[src/design/gcss_pkg.sv]
// shared types, constants and lookup tables for the glyph corner staircase scorer
// no dependencies
`timescale 1ns / 1ps

package gcss_pkg;

  // default profile depth
  localparam int unsigned MaxRowsDef = 128;
  // histogram geometry
  localparam int unsigned HistBins = 256;
  localparam int unsigned HistAw = 8;
  // step counter width (signed, walks are at most a third of the glyph)
  localparam int unsigned StW = 10;
  // left mode bias before the distance compare
  localparam logic [10:0] AbrisOffset = 11'd10;
  // largest fall that still counts as a stair step
  localparam logic signed [8:0] JumpLimit = 9'sd3;
  // table tops
  localparam logic [2:0] StairTop = 3'd5;
  localparam logic [2:0] DistTop = 3'd7;

  // histogram write port
  typedef struct packed {
    logic       we;
    logic [7:0] addr;
    logic [7:0] data;
  } hist_wr_t;

  // stair shortfall penalty
  function automatic logic [6:0] stair_pen(input logic [2:0] idx);
    logic [6:0] r;
    case (idx)
      3'd0:    r = 7'd0;
      3'd1:    r = 7'd14;
      3'd2:    r = 7'd36;
      3'd3:    r = 7'd60;
      3'd4:    r = 7'd72;
      default: r = 7'd120;
    endcase
    return r;
  endfunction

  // left/right mode distance penalty
  function automatic logic [7:0] dist_pen(input logic [2:0] idx);
    logic [7:0] r;
    case (idx)
      3'd0:    r = 8'd0;
      3'd1:    r = 8'd0;
      3'd2:    r = 8'd12;
      3'd3:    r = 8'd46;
      3'd4:    r = 8'd80;
      3'd5:    r = 8'd120;
      3'd6:    r = 8'd160;
      default: r = 8'd220;
    endcase
    return r;
  endfunction

  // floor(v / 3) by reciprocal multiply, exact for 9-bit v
  function automatic logic [8:0] div3(input logic [8:0] v);
    logic [19:0] p;
    p = 20'(v) * 20'd683;
    return p[19:11];
  endfunction

endpackage

[src/design/gcss_prof_mem.sv]
// left and right edge profile memories, one write and one shared read address
// depends on gcss_pkg
`timescale 1ns / 1ps

module gcss_prof_mem import gcss_pkg::*; #(
  parameter int unsigned MAX_ROWS = MaxRowsDef,
  localparam int unsigned AW = $clog2(MAX_ROWS)
) (
  input  logic          clk_i,
  input  logic          we_i,
  input  logic [AW-1:0] waddr_i,
  input  logic [7:0]    wleft_i,
  input  logic [7:0]    wright_i,
  input  logic [AW-1:0] raddr_i,
  output logic [7:0]    rleft_o,
  output logic [7:0]    rright_o
);

  logic [7:0] left_mem [MAX_ROWS];
  logic [7:0] right_mem [MAX_ROWS];
  logic [7:0] rleft_q, rright_q;

  // row store and registered read
  always_ff @(posedge clk_i) begin
    if (we_i) begin
      left_mem[waddr_i]  <= wleft_i;
      right_mem[waddr_i] <= wright_i;
    end
    rleft_q  <= left_mem[raddr_i];
    rright_q <= right_mem[raddr_i];
  end

  assign rleft_o  = rleft_q;
  assign rright_o = rright_q;

endmodule

[config.mk]
export PLATFORM = sky130hd
export DESIGN_NAME = gcss_prof_mem
export DESIGN_NICKNAME = d
export VERILOG_FILES = /design/src/design/gcss_pkg.sv /design/src/design/gcss_prof_mem.sv
export SDC_FILE = /design/constraint.sdc
export NUM_CORES = 2
export LEC_CHECK = 0
export ABC_AREA = 1
export BUFFER_PORTS_ARGS = -buffer_cell sky130_fd_sc_hd__buf_2
export CORE_MARGIN = 4
export CORE_UTILIZATION = 40
export CTS_CLUSTER_DIAMETER = 80
export DETAILED_ROUTE_END_ITERATION = 7
export PLACE_DENSITY_LB_ADDON = 0.15
export SLEW_MARGIN = 25
export SYNTH_ARGS = -nofsm -noshare
export SYNTH_HDL_FRONTEND = slang
export SYNTH_SLANG_ARGS = --single-unit
[constraint.sdc]
create_clock -name clk_i -period 3.3 [get_ports clk_i]
set_clock_uncertainty 0.2 [all_clocks]
set_input_delay 0.66 -clock clk_i [delete_from_list [all_inputs] [get_ports clk_i]]
set_output_delay 0.66 -clock clk_i [all_outputs]
set_load 0.02 [all_outputs]
==> impl_results.md <==
* Outcome: completed
* Vias per cell at 5.503
* Crit path cell chain: buf_2
* Post-route minimum period at 2735 ps
* Fill cells at 18358
* Hold_ws at roughly 49 ps
* Number of clock buffers inserted by TritonCTS at approximately 220
* Worst Path Required at 2440 ps
* Worst-Margin Slew at 936.8 ps
* Global-route wire length before repair at between 300 and 400 mm
* CTS tree: yes
* DR iter-0 viols at a little over 6000
* Setup_tns at 0 ps
* Clk sink count at 2064
* Leak pwr at 33.53 nW
* Max_cap viols at 0
* WP buf/inv at 1
* Cell Rows at 166
* RSZ-0062 raised after global routing: no
* Seq cells post-synth at 2064
* Mapped cell area at between 80000 and 90000 um2
* CP endpoint kind: output port
* Die Span X at 462.8 um
* Fraction of final layout cells sized beyond drive strength 1 at a little over a tenth
* Area growth syn-to-layout at 15.48%
* Crit-path slowest cell: dfxtp_1
* Die area at 214200 um2
* Final ANT Viol Nets at 0
* Final Cycle Share at 82.87%
* Io pins at 48
* Post-synthesis sequential area ratio at 74.72%
* WS Path Type: reg -> out
* CP arrival at 1870 ps
* Slew Limit Fails at 0
* Fin. Hold Viols at 0
* Routed WL at 257.1 mm
* Post-route cell area at 95550 um2
* Synth cell types at 15
* Dpl cell area at 88860 um2
* Reg clk slew, reported paths at about 60 ps
* H-tree levels at 4
* Yosys top cell area share at 74.33%
* Total GRT Usage at 23.47%
* Worst stage delay on the critical path at 730 ps
* Min-Delay Path Class: in -> reg
* Cell count after synthesis at approximately 6800
* CP Max Fanout at 2
* Routability congestion estimate at between 0.8 and 0.9
* Nets at 7039
* Syn_nets at 6812
* Crit path max-delay family: flip-flops
* Largest net degree at the start of global routing at 129
* Max_slew headroom at 37.54%
* Final Power at 55.85 mW
* Setup violations, final at 0
* Starting Density at 40.32%
* Root Buffer: clkbuf_16
* Vias in the first global route at 51109
* Fmax at around 370 MHz
* # port buffers at between 40 and 50
* Core ar. at 205200 um2
* DR vias at 54414
* YS warnings at 0
* Wire per inst at ~26 um
* Post-CTS Setup Inserts at 0
* Biggest area consumer among synthesized cells: edfxtp_1
* DRT Pass-1 Iters at 6
* Total grt overflow at 0
* Post-Layout Cell Count at 9888
* Inst Count DP at around 9500
* Post-CTS sizing at 0
* Drt drc at 0
* Startpoint Class: flop
* Initial antenna violation count at 11
* Max Buffers Root-to-Sink at 3
* HPWL after detailed placement at about 150 mm
* Max IR drop VDD at 0.0005939 V
* Die height at around 460 um
* Mean Syn Cell Area at 12.20 um2
* CTS Hold Bufs at 2
* Synth top area cells: edfxtp_1 (74%), nand3_1 (12%), nand2_1 (9.4%)
* Clock Latency Late Sink at roughly 870 ps
* Power density over cell area at 584.5 nW/um2
## per-stage QoR
step / utilization (%) / setup slack [ps]
2_1_floorplan: - / -74.42
3_3_place_gp: 43.30 / -136.3
3_5_place_dp: 43.30 / -119.4
4_1_cts: 46.56 / 456.9
5_1_grt: 46.56 / 541.5
6_report: 46.56 / 565.4
## sequential cells by signal (all words and copies together), names as in the netlist
name       cells
right_mem   1024
left_mem    1024
rleft_o        8
rright_o       8
## Yosys cell counts
master	count
nand4_1	8
buf_4	79
nor2_1	126
edfxtp_1	2048
inv_1	13
buf_1	49
inv_2	2
nand2_1	2081
buf_6	6
nand3_1	2017
clkbuf_1	78
dfxtp_1	16
buf_2	248
inv_4	1
nor4_1	8
## per-layer routing
layer | global-route usage, % | up-vias | share of wire, %
met1 | 34.11 | 27168 | 44
met3 | 3.367 | 378 | 6.9
met4 | 8.622 | 2 | 3.9
met2 | 36.01 | 2104 | 45
li1 | - | 24762 | -
met5 | 0 | - | 0.0051
## report_power, final
| group | leakage [nW] | internal [mW] | switching, mW | total, mW |
|---|---|---|---|---|
| clock | 3.26 | 12.7 | 10.3 | 23.0 |
| sequential | 18.5 | 28.9 | 0.0660 | 29.0 |
| combinational | 11.7 | 0.993 | 2.81 | 3.81 |
## cell families (layout without fill, tap and decap cells)
family | after synthesis | count (layout) | synth area share, %
other cells | 0 | 4 | 0
flops | 2064 | 2064 | 74.72
buf+inv | 476 | 892 | 2.950
simple gates | 4240 | 4240 | 22.33
## layout make-up
| cell class | instances | area [um2] | area share [%] |
|---|---|---|---|
| antenna | 4 | 10.01 | 0.01048 |
| clock buffer | 273 | 5668 | 5.932 |
| clock inverter | 133 | 988.4 | 1.035 |
| inverter | 16 | 96.34 | 0.1008 |
| multi-input combinational | 4240 | 18560 | 19.42 |
| sequential | 2064 | 61820 | 64.70 |
| tap | 2688 | 3363 | 3.520 |
| timing repair buffer | 470 | 5044 | 5.279 |
## placed cells by master (no fill, tap or decap), drive strengths merged
cell type	count
buf	468
bufinv	7
clkbuf	273
clkinv	111
clkinvlp	5
dfxtp	16
diode	4
dlygate4sd3	2
edfxtp	2048
inv	26
nand2	2081
nand3	2017
nand4	8
nor2	126
nor4	8
## path summary, 6_finish.rpt
path,start,to,slack (ps),cells after the start
worst max-delay path,rright_o[6],rright_o[6],570,1
worst min-delay path,wright_i[3],right_mem[2][3],50,1
worst max register to register,left_mem[127][7],rleft_o[7],1100,8
worst min register to register,right_mem[90][3],rright_o[3],660,8
No activity file was read; power rests on OpenSTA's default activity.
