$ cat src/design/gcss_pkg.sv
// shared types, constants and lookup tables for the glyph corner staircase scorer
// no dependencies
`timescale 1ns / 1ps

package gcss_pkg;

  // default profile depth
  localparam int unsigned MaxRowsDef = 128;
  // histogram geometry
  localparam int unsigned HistBins = 256;
  localparam int unsigned HistAw = 8;
  // step counter width (signed, walks are at most a third of the glyph)
  localparam int unsigned StW = 10;
  // left mode bias before the distance compare
  localparam logic [10:0] AbrisOffset = 11'd10;
  // largest fall that still counts as a stair step
  localparam logic signed [8:0] JumpLimit = 9'sd3;
  // table tops
  localparam logic [2:0] StairTop = 3'd5;
  localparam logic [2:0] DistTop = 3'd7;

  // histogram write port
  typedef struct packed {
    logic       we;
    logic [7:0] addr;
    logic [7:0] data;
  } hist_wr_t;

  // stair shortfall penalty
  function automatic logic [6:0] stair_pen(input logic [2:0] idx);
    logic [6:0] r;
    case (idx)
      3'd0:    r = 7'd0;
      3'd1:    r = 7'd14;
      3'd2:    r = 7'd36;
      3'd3:    r = 7'd60;
      3'd4:    r = 7'd72;
      default: r = 7'd120;
    endcase
    return r;
  endfunction

  // left/right mode distance penalty
  function automatic logic [7:0] dist_pen(input logic [2:0] idx);
    logic [7:0] r;
    case (idx)
      3'd0:    r = 8'd0;
      3'd1:    r = 8'd0;
      3'd2:    r = 8'd12;
      3'd3:    r = 8'd46;
      3'd4:    r = 8'd80;
      3'd5:    r = 8'd120;
      3'd6:    r = 8'd160;
      default: r = 8'd220;
    endcase
    return r;
  endfunction

  // floor(v / 3) by reciprocal multiply, exact for 9-bit v
  function automatic logic [8:0] div3(input logic [8:0] v);
    logic [19:0] p;
    p = 20'(v) * 20'd683;
    return p[19:11];
  endfunction

endpackage

$ cat src/design/gcss_stair.sv
// one stair rule step between two neighboring profile values
// depends on gcss_pkg
`timescale 1ns / 1ps

module gcss_stair import gcss_pkg::*; (
  input  logic [7:0]            prev_i,
  input  logic [7:0]            next_i,
  input  logic signed [StW-1:0] st_i,
  output logic signed [StW-1:0] st_o,
  output logic                  stop_o
);

  logic signed [8:0] fall;

  // fall = prev - next; rise = -fall
  always_comb begin
    fall   = signed'({1'b0, prev_i}) - signed'({1'b0, next_i});
    st_o   = st_i;
    stop_o = 1'b0;
    if (fall > JumpLimit) begin
      st_o = '0;
    end else if (fall < -9'sd1) begin
      st_o   = '0;
      stop_o = 1'b1;
    end else if (fall == -9'sd1) begin
      st_o = st_i - StW'(1);
    end else if (fall == 9'sd0) begin
      st_o = st_i;
    end else begin
      st_o = st_i + StW'(1);
    end
  end

endmodule

$ cat config.mk
export PLATFORM = sky130hd
export DESIGN_NAME = gcss_stair
export DESIGN_NICKNAME = d
export VERILOG_FILES = /design/src/design/gcss_pkg.sv /design/src/design/gcss_stair.sv
export SDC_FILE = /design/constraint.sdc
export NUM_CORES = 1
export LEC_CHECK = 0
export BUFFER_PORTS_ARGS = -buffer_cell sky130_fd_sc_hd__buf_2
export CAP_MARGIN = 20
export CORE_AREA = 10 10 58 60
export DETAILED_ROUTE_END_ITERATION = 12
export DIE_AREA = 0 0 68 70
export PLACE_DENSITY_LB_ADDON = 0.1
export SYNTH_ARGS = -nofsm -noshare
export SYNTH_HDL_FRONTEND = slang
export SYNTH_SLANG_ARGS = --single-unit
export TNS_END_PERCENT = 5
$ cat constraint.sdc
create_clock -name vclk -period 6.3
set_input_delay 0.945 -clock vclk [all_inputs]
set_output_delay 0.945 -clock vclk [all_outputs]
set_load 0.03 [all_outputs]
==> results.cfg, run 1 <==
[logic_synthesis]
yosysWarnings = 0
syn_avg_cell_area_sq_um = 7.15
synthSimpleGateAreaFrac_pct = 37.6
synthesis.nets = 203
muxShareOfSynthArea_pct = 2.56
ys_types = 56
synth_top_family_by_area = simple AND/OR/NAND/NOR gates
synth_compound_area_share_pct = 35.1
synthesis.area_sq_um = 1170
post_synth_fa_ha_maj_area_fraction_pct = 14.5
synthXorXnorAreaFrac_pct = 2.99
syn_inst = 164
ys_seq_area_share_pct = 0

[die]
initial_core_util_pct = 50.1
fp.dieW_um = 68
ios = 37
core_sq_um = 2340
dieArea_sq_um = 4760
fp-row-count = 18
die-height_um = 70

[route]
post_drt_wl_per_cell_um = 13.6
drtIter0Drc = 49
drc_errors = 0
dr.pass1.iters = 4
ant_nets = 0
num_vias = 1333
wirelength_mm = 3.11
vias_per_cell = 5.85

[worst_hold_path]
hold_depth = 4
hp-class = in -> out

[global_route]
gr-usage-met1_pct = 18.2
grtUsageMet3_pct = 1.28
grt_remaining_overflow = 0
grt_max_degree = 10
grt_util_met2_pct = 20.7
grt_pass1_vias = 1287
antenna_found_initial = 0
track_usage_pct = 12.8
busiest_layer = met2
grt_first_pass_wirelength_mm = 5.45

[sta]
finalMaxSlewViolations = 0
max_freq_ghz = 0.167
setup_violations = 0
relSlewSlack_pct = 61.1
fin_crit_sh_pct = 95.0
rsz0062_at_grt = no
hold_slack_ps = 2280
worst_pin_slew_ps = 584
finalHoldViolations = 0
fin_tns_setup_ps = 0
min_period_ps = 5990

[placement]
gp_congestion = 0.876
dpl-instance-area_sq_um = 1380
dp_hpwl_mm = 2.71
portBuffers = 37
place_inst = 228

[worst_setup_path]
crit_arrival_ps = 5040
crit_required_ps = 5350
critPathMaxFanout = 7
start_kind = input port
crit_path_end_kind = output port
critPathKind = in -> out

[finish]
drive_gt1_share_pct = 28.3
stdcell_area_sq_um = 1380
layout.cells.non_filler = 228
antenna_cells = 0
fin_nets = 239
seq_area_sq_um = 0
area_growth_syn_to_layout_pct = 17.7
seq_cells = 0
nClkBuffers = 0

[pwr]
irDropWorstVdd_mv = 0.0524
finalPower_mw = 0.139
pwr_density_cell_nw_per_um2 = 101
leakagePower_nw = 0.647

[job]
maxCapViolCount = 0

[clock_tree]
post_cts_buffers = 0

[run_status]
outcome = finished clean
cell usage after synthesis, drive strengths merged (5+ instances only):
cell / number / area, sq um
a21o: 6 / 52.6
nor3b: 6 / 50.1
nand2: 11 / 41.3
inv: 18 / 67.6
a21oi: 14 / 70.1
nand3: 8 / 50.1
nor2: 13 / 56.3
o21ai: 10 / 53.8
ha: 12 / 150
nor3: 5 / 36.3
layout make-up:
type	instances	area [sq um]
fill	237	962
inverter	18	67.6
multi-input combinational	143	1090
tap	30	37.5
timing repair buffer	37	185
repair_timing:
item,4_1_cts,5_1_grt
gates resized for setup,0,1
endpoints found under the setup margin,0,1
hold buffers,0,0
per-stage QoR:
stage	worst slack, ps	util (%)
2_1_floorplan	677	-
3_3_place_gp	524	58.8
3_5_place_dp	334	58.8
4_1_cts	295	58.8
5_1_grt	15.8	58.9
6_report	313	58.9
metal layers:
metal | routed length, um | vias up
met4 | 11 | 0
met3 | 216 | 2
met1 | 1590 | 602
met2 | 1290 | 43
li1 | - | 686
met5 | 0 | -
final timing paths:
path,startpoint,end,slack [ps]
max,prev_i[0],st_o[9],310
min,st_i[9],st_o[9],2280
worst max-delay path, stage by stage:
cell       delay [ps]
buf_2              70
inv_1              40
ha_1              200
fa_1              490
nor2b_4           180
o2111ai_1         160
nand2_1           120
xor2_1            140
nor4b_1           250
o311ai_0          210
nor3_1            250
ha_2              290
inv_1             100
nor4_2            280
nand2_1           160
or3_1             330
or3_1             330
a21o_1            160
a21oi_1           110
buf_2             220
kinds of logic (layout without fill, tap and decap cells):
| group | Yosys count | in the layout |
|---|---|---|
| AO/OA/AOI/OAI | 53 | 53 |
| XOR/XNOR | 4 | 4 |
| adder cells (fa/ha/maj) | 13 | 13 |
| buffers and inverters | 21 | 55 |
| multiplexers | 3 | 3 |
| AND/OR/NAND/NOR | 70 | 70 |
layout by cell type (no fill, tap or decap), drive strengths merged, types with 4 or more instances in the layout:
cell	n
ha	12
a211oi	4
inv	18
or3	4
o311ai	4
nand3	8
buf	37
a21oi	14
o21ai	10
nand2b	4
nand2	11
nor3b	6
and3	4
nor2	13
nor2b	4
a21o	6
nor3	5
where the power goes:
group / switching, mW / internal (mW) / leakage (nW)
Clock: 0 / 0 / 0
Sequential: 0 / 0 / 0
Combinational: 0.0856 / 0.0537 / 0.647
Total: 0.0856 / 0.0537 / 0.647
(Power assumes the default switching activity.)
==> inputs of run 2 (changes only) <==
--- a/config.mk
+++ b/config.mk
@@ -7,9 +7,9 @@
 export LEC_CHECK = 0
 export BUFFER_PORTS_ARGS = -buffer_cell sky130_fd_sc_hd__buf_2
 export CAP_MARGIN = 20
-export CORE_AREA = 10 10 58 60
+export CORE_AREA = 10 10 63 55
 export DETAILED_ROUTE_END_ITERATION = 12
-export DIE_AREA = 0 0 68 70
+export DIE_AREA = 0 0 73 65
 export PLACE_DENSITY_LB_ADDON = 0.1
 export SYNTH_ARGS = -nofsm -noshare
 export SYNTH_HDL_FRONTEND = slang
==> results.cfg, run 2 (same netlist as run 1, synthesis figures left out) <==
[global_route]
grt_first_pass_wirelength_mm = 5.43
antenna_found_initial = 0
grt_pass1_vias = 1240
grt_remaining_overflow = 0
grt_max_degree = 10
track_usage_pct = 12.7

[finish]
layout.cells.non_filler = 225
stdcell_area_sq_um = 1390
seq_cells = 0
area_growth_syn_to_layout_pct = 18.1
final_cell_mix = buf_2 (37), inv_1 (17), a21oi_1 (14)
antenna_cells = 0
nClkBuffers = 0
fin_nets = 239
drive_gt1_share_pct = 28.3
multi_input_comb_area_sq_um = 1100
final_common_cell = buf_2
seq_area_sq_um = 0
num-fill-cells = 231

[route]
ant_nets = 0
drtIter0Drc = 50
wirelength_mm = 3.17
post_drt_wl_per_cell_um = 14.1
num_vias = 1307
drc_errors = 0
vias_per_cell = 5.81
dr.pass1.iters = 4

[clock_tree]
post_cts_buffers = 0

[sta]
finalMaxSlewViolations = 0
worst_pin_slew_ps = 609
setup_violations = 0
relSlewSlack_pct = 59.4
rsz0062_at_grt = no
max_freq_ghz = 0.167
fin_crit_sh_pct = 95.3
finalHoldViolations = 0
fin_tns_setup_ps = 0
min_period_ps = 6000

[die]
dieArea_sq_um = 4750
initial_core_util_pct = 51.4
fp.dieW_um = 73
ios = 37
core_sq_um = 2280
die-height_um = 65
fp-row-count = 16

[placement]
gp_congestion = 0.935
dpl-instance-area_sq_um = 1370
dp_hpwl_mm = 2.72
portBuffers = 37
place_inst = 225

[worst_hold_path]
min_from = st_i[9]
hp-class = in -> out
min_to = st_o[9]
hold_depth = 4

[worst_setup_path]
crit_path_end_kind = output port
crit_required_ps = 5350
crit_arrival_ps = 5060
critPathMaxFanout = 7
start_kind = input port
critPathKind = in -> out

[run_status]
outcome = finished clean

[pwr]
leakagePower_nw = 0.649
irDropWorstVdd_mv = 0.0680
pwr_density_cell_nw_per_um2 = 102

[job]
maxCapViolCount = 0
run 2: cell count changes in the layout (fill, tap and decap cells not counted):
| cell | change |
|---|---|
| nor4_2 | -1 |
| nor4_4 | +1 |
run 2: cell type report:
type               instances  share of cell area, %
inverters                 18                   4.88
well taps                 27                   2.44
multi-input cells        143                   79.3
repair buffers            37                   13.4
run 2: power breakdown:
part	leakage, nW	internal, mW	total, mW	switching [mW]
combinational	0.649	0.0538	0.141	0.0874
clock	0	0	0	0
sequential	0	0	0	0
run 2: metal layers:
layer / track usage, % / vias to the layer above / wire length [um]
li1: - / 682 / -
met1: 18.4 / 590 / 1650
met2: 19.4 / 35 / 1320
met3: 2.59 / 0 / 200
met4: 0.711 / 0 / 0
met5: 0 / - / 0
run 2: worst max-delay path, cell delays in order:
cell and delay, ps:
buf_2 80, inv_1 40, ha_1 200, fa_1 490, nor2b_4 190, o2111ai_1 160, nand2_1 110, xor2_1 150
nor4b_1 310, o311ai_0 230, nor3_1 230, ha_2 290, inv_1 120, nor4_4 210, nand2_1 140, or3_1 330
or3_1 330, a21o_1 170, a21oi_1 110, buf_2 210
run 2: timing repair:
action,in CTS,in global routing
hold buffers,0,0
setup endpoints to repair,0,1
resized for setup,0,2
run 2: worst max path at each step:
stage | slack (ps) | from | to | cells past startpoint
2_1_floorplan | 680 | prev_i[0] | st_o[9] | 18
5_1_grt | 2 | prev_i[0] | st_o[9] | 20
3_5_place_dp | 290 | prev_i[0] | st_o[9] | 20
3_3_place_gp | 500 | prev_i[0] | st_o[9] | 20
4_1_cts | 240 | prev_i[0] | st_o[9] | 20
6_report | 300 | prev_i[0] | st_o[9] | 20
run 2: stage by stage:
| stage | total power, mW | setup slack, ps | hold WS [ps] | util (%) |
|---|---|---|---|---|
| CTS | 0.140 | 244 | 2280 | 60.2 |
| finish | 0.141 | 296 | 2280 | 60.7 |
| global route | 0.155 | 2.15 | 2320 | 60.7 |
| global placement | 0.137 | 500 | 2270 | 60.2 |
| floorplan | 0.104 | 677 | 2130 | - |
| detailed placement | 0.140 | 291 | 2280 | 60.2 |
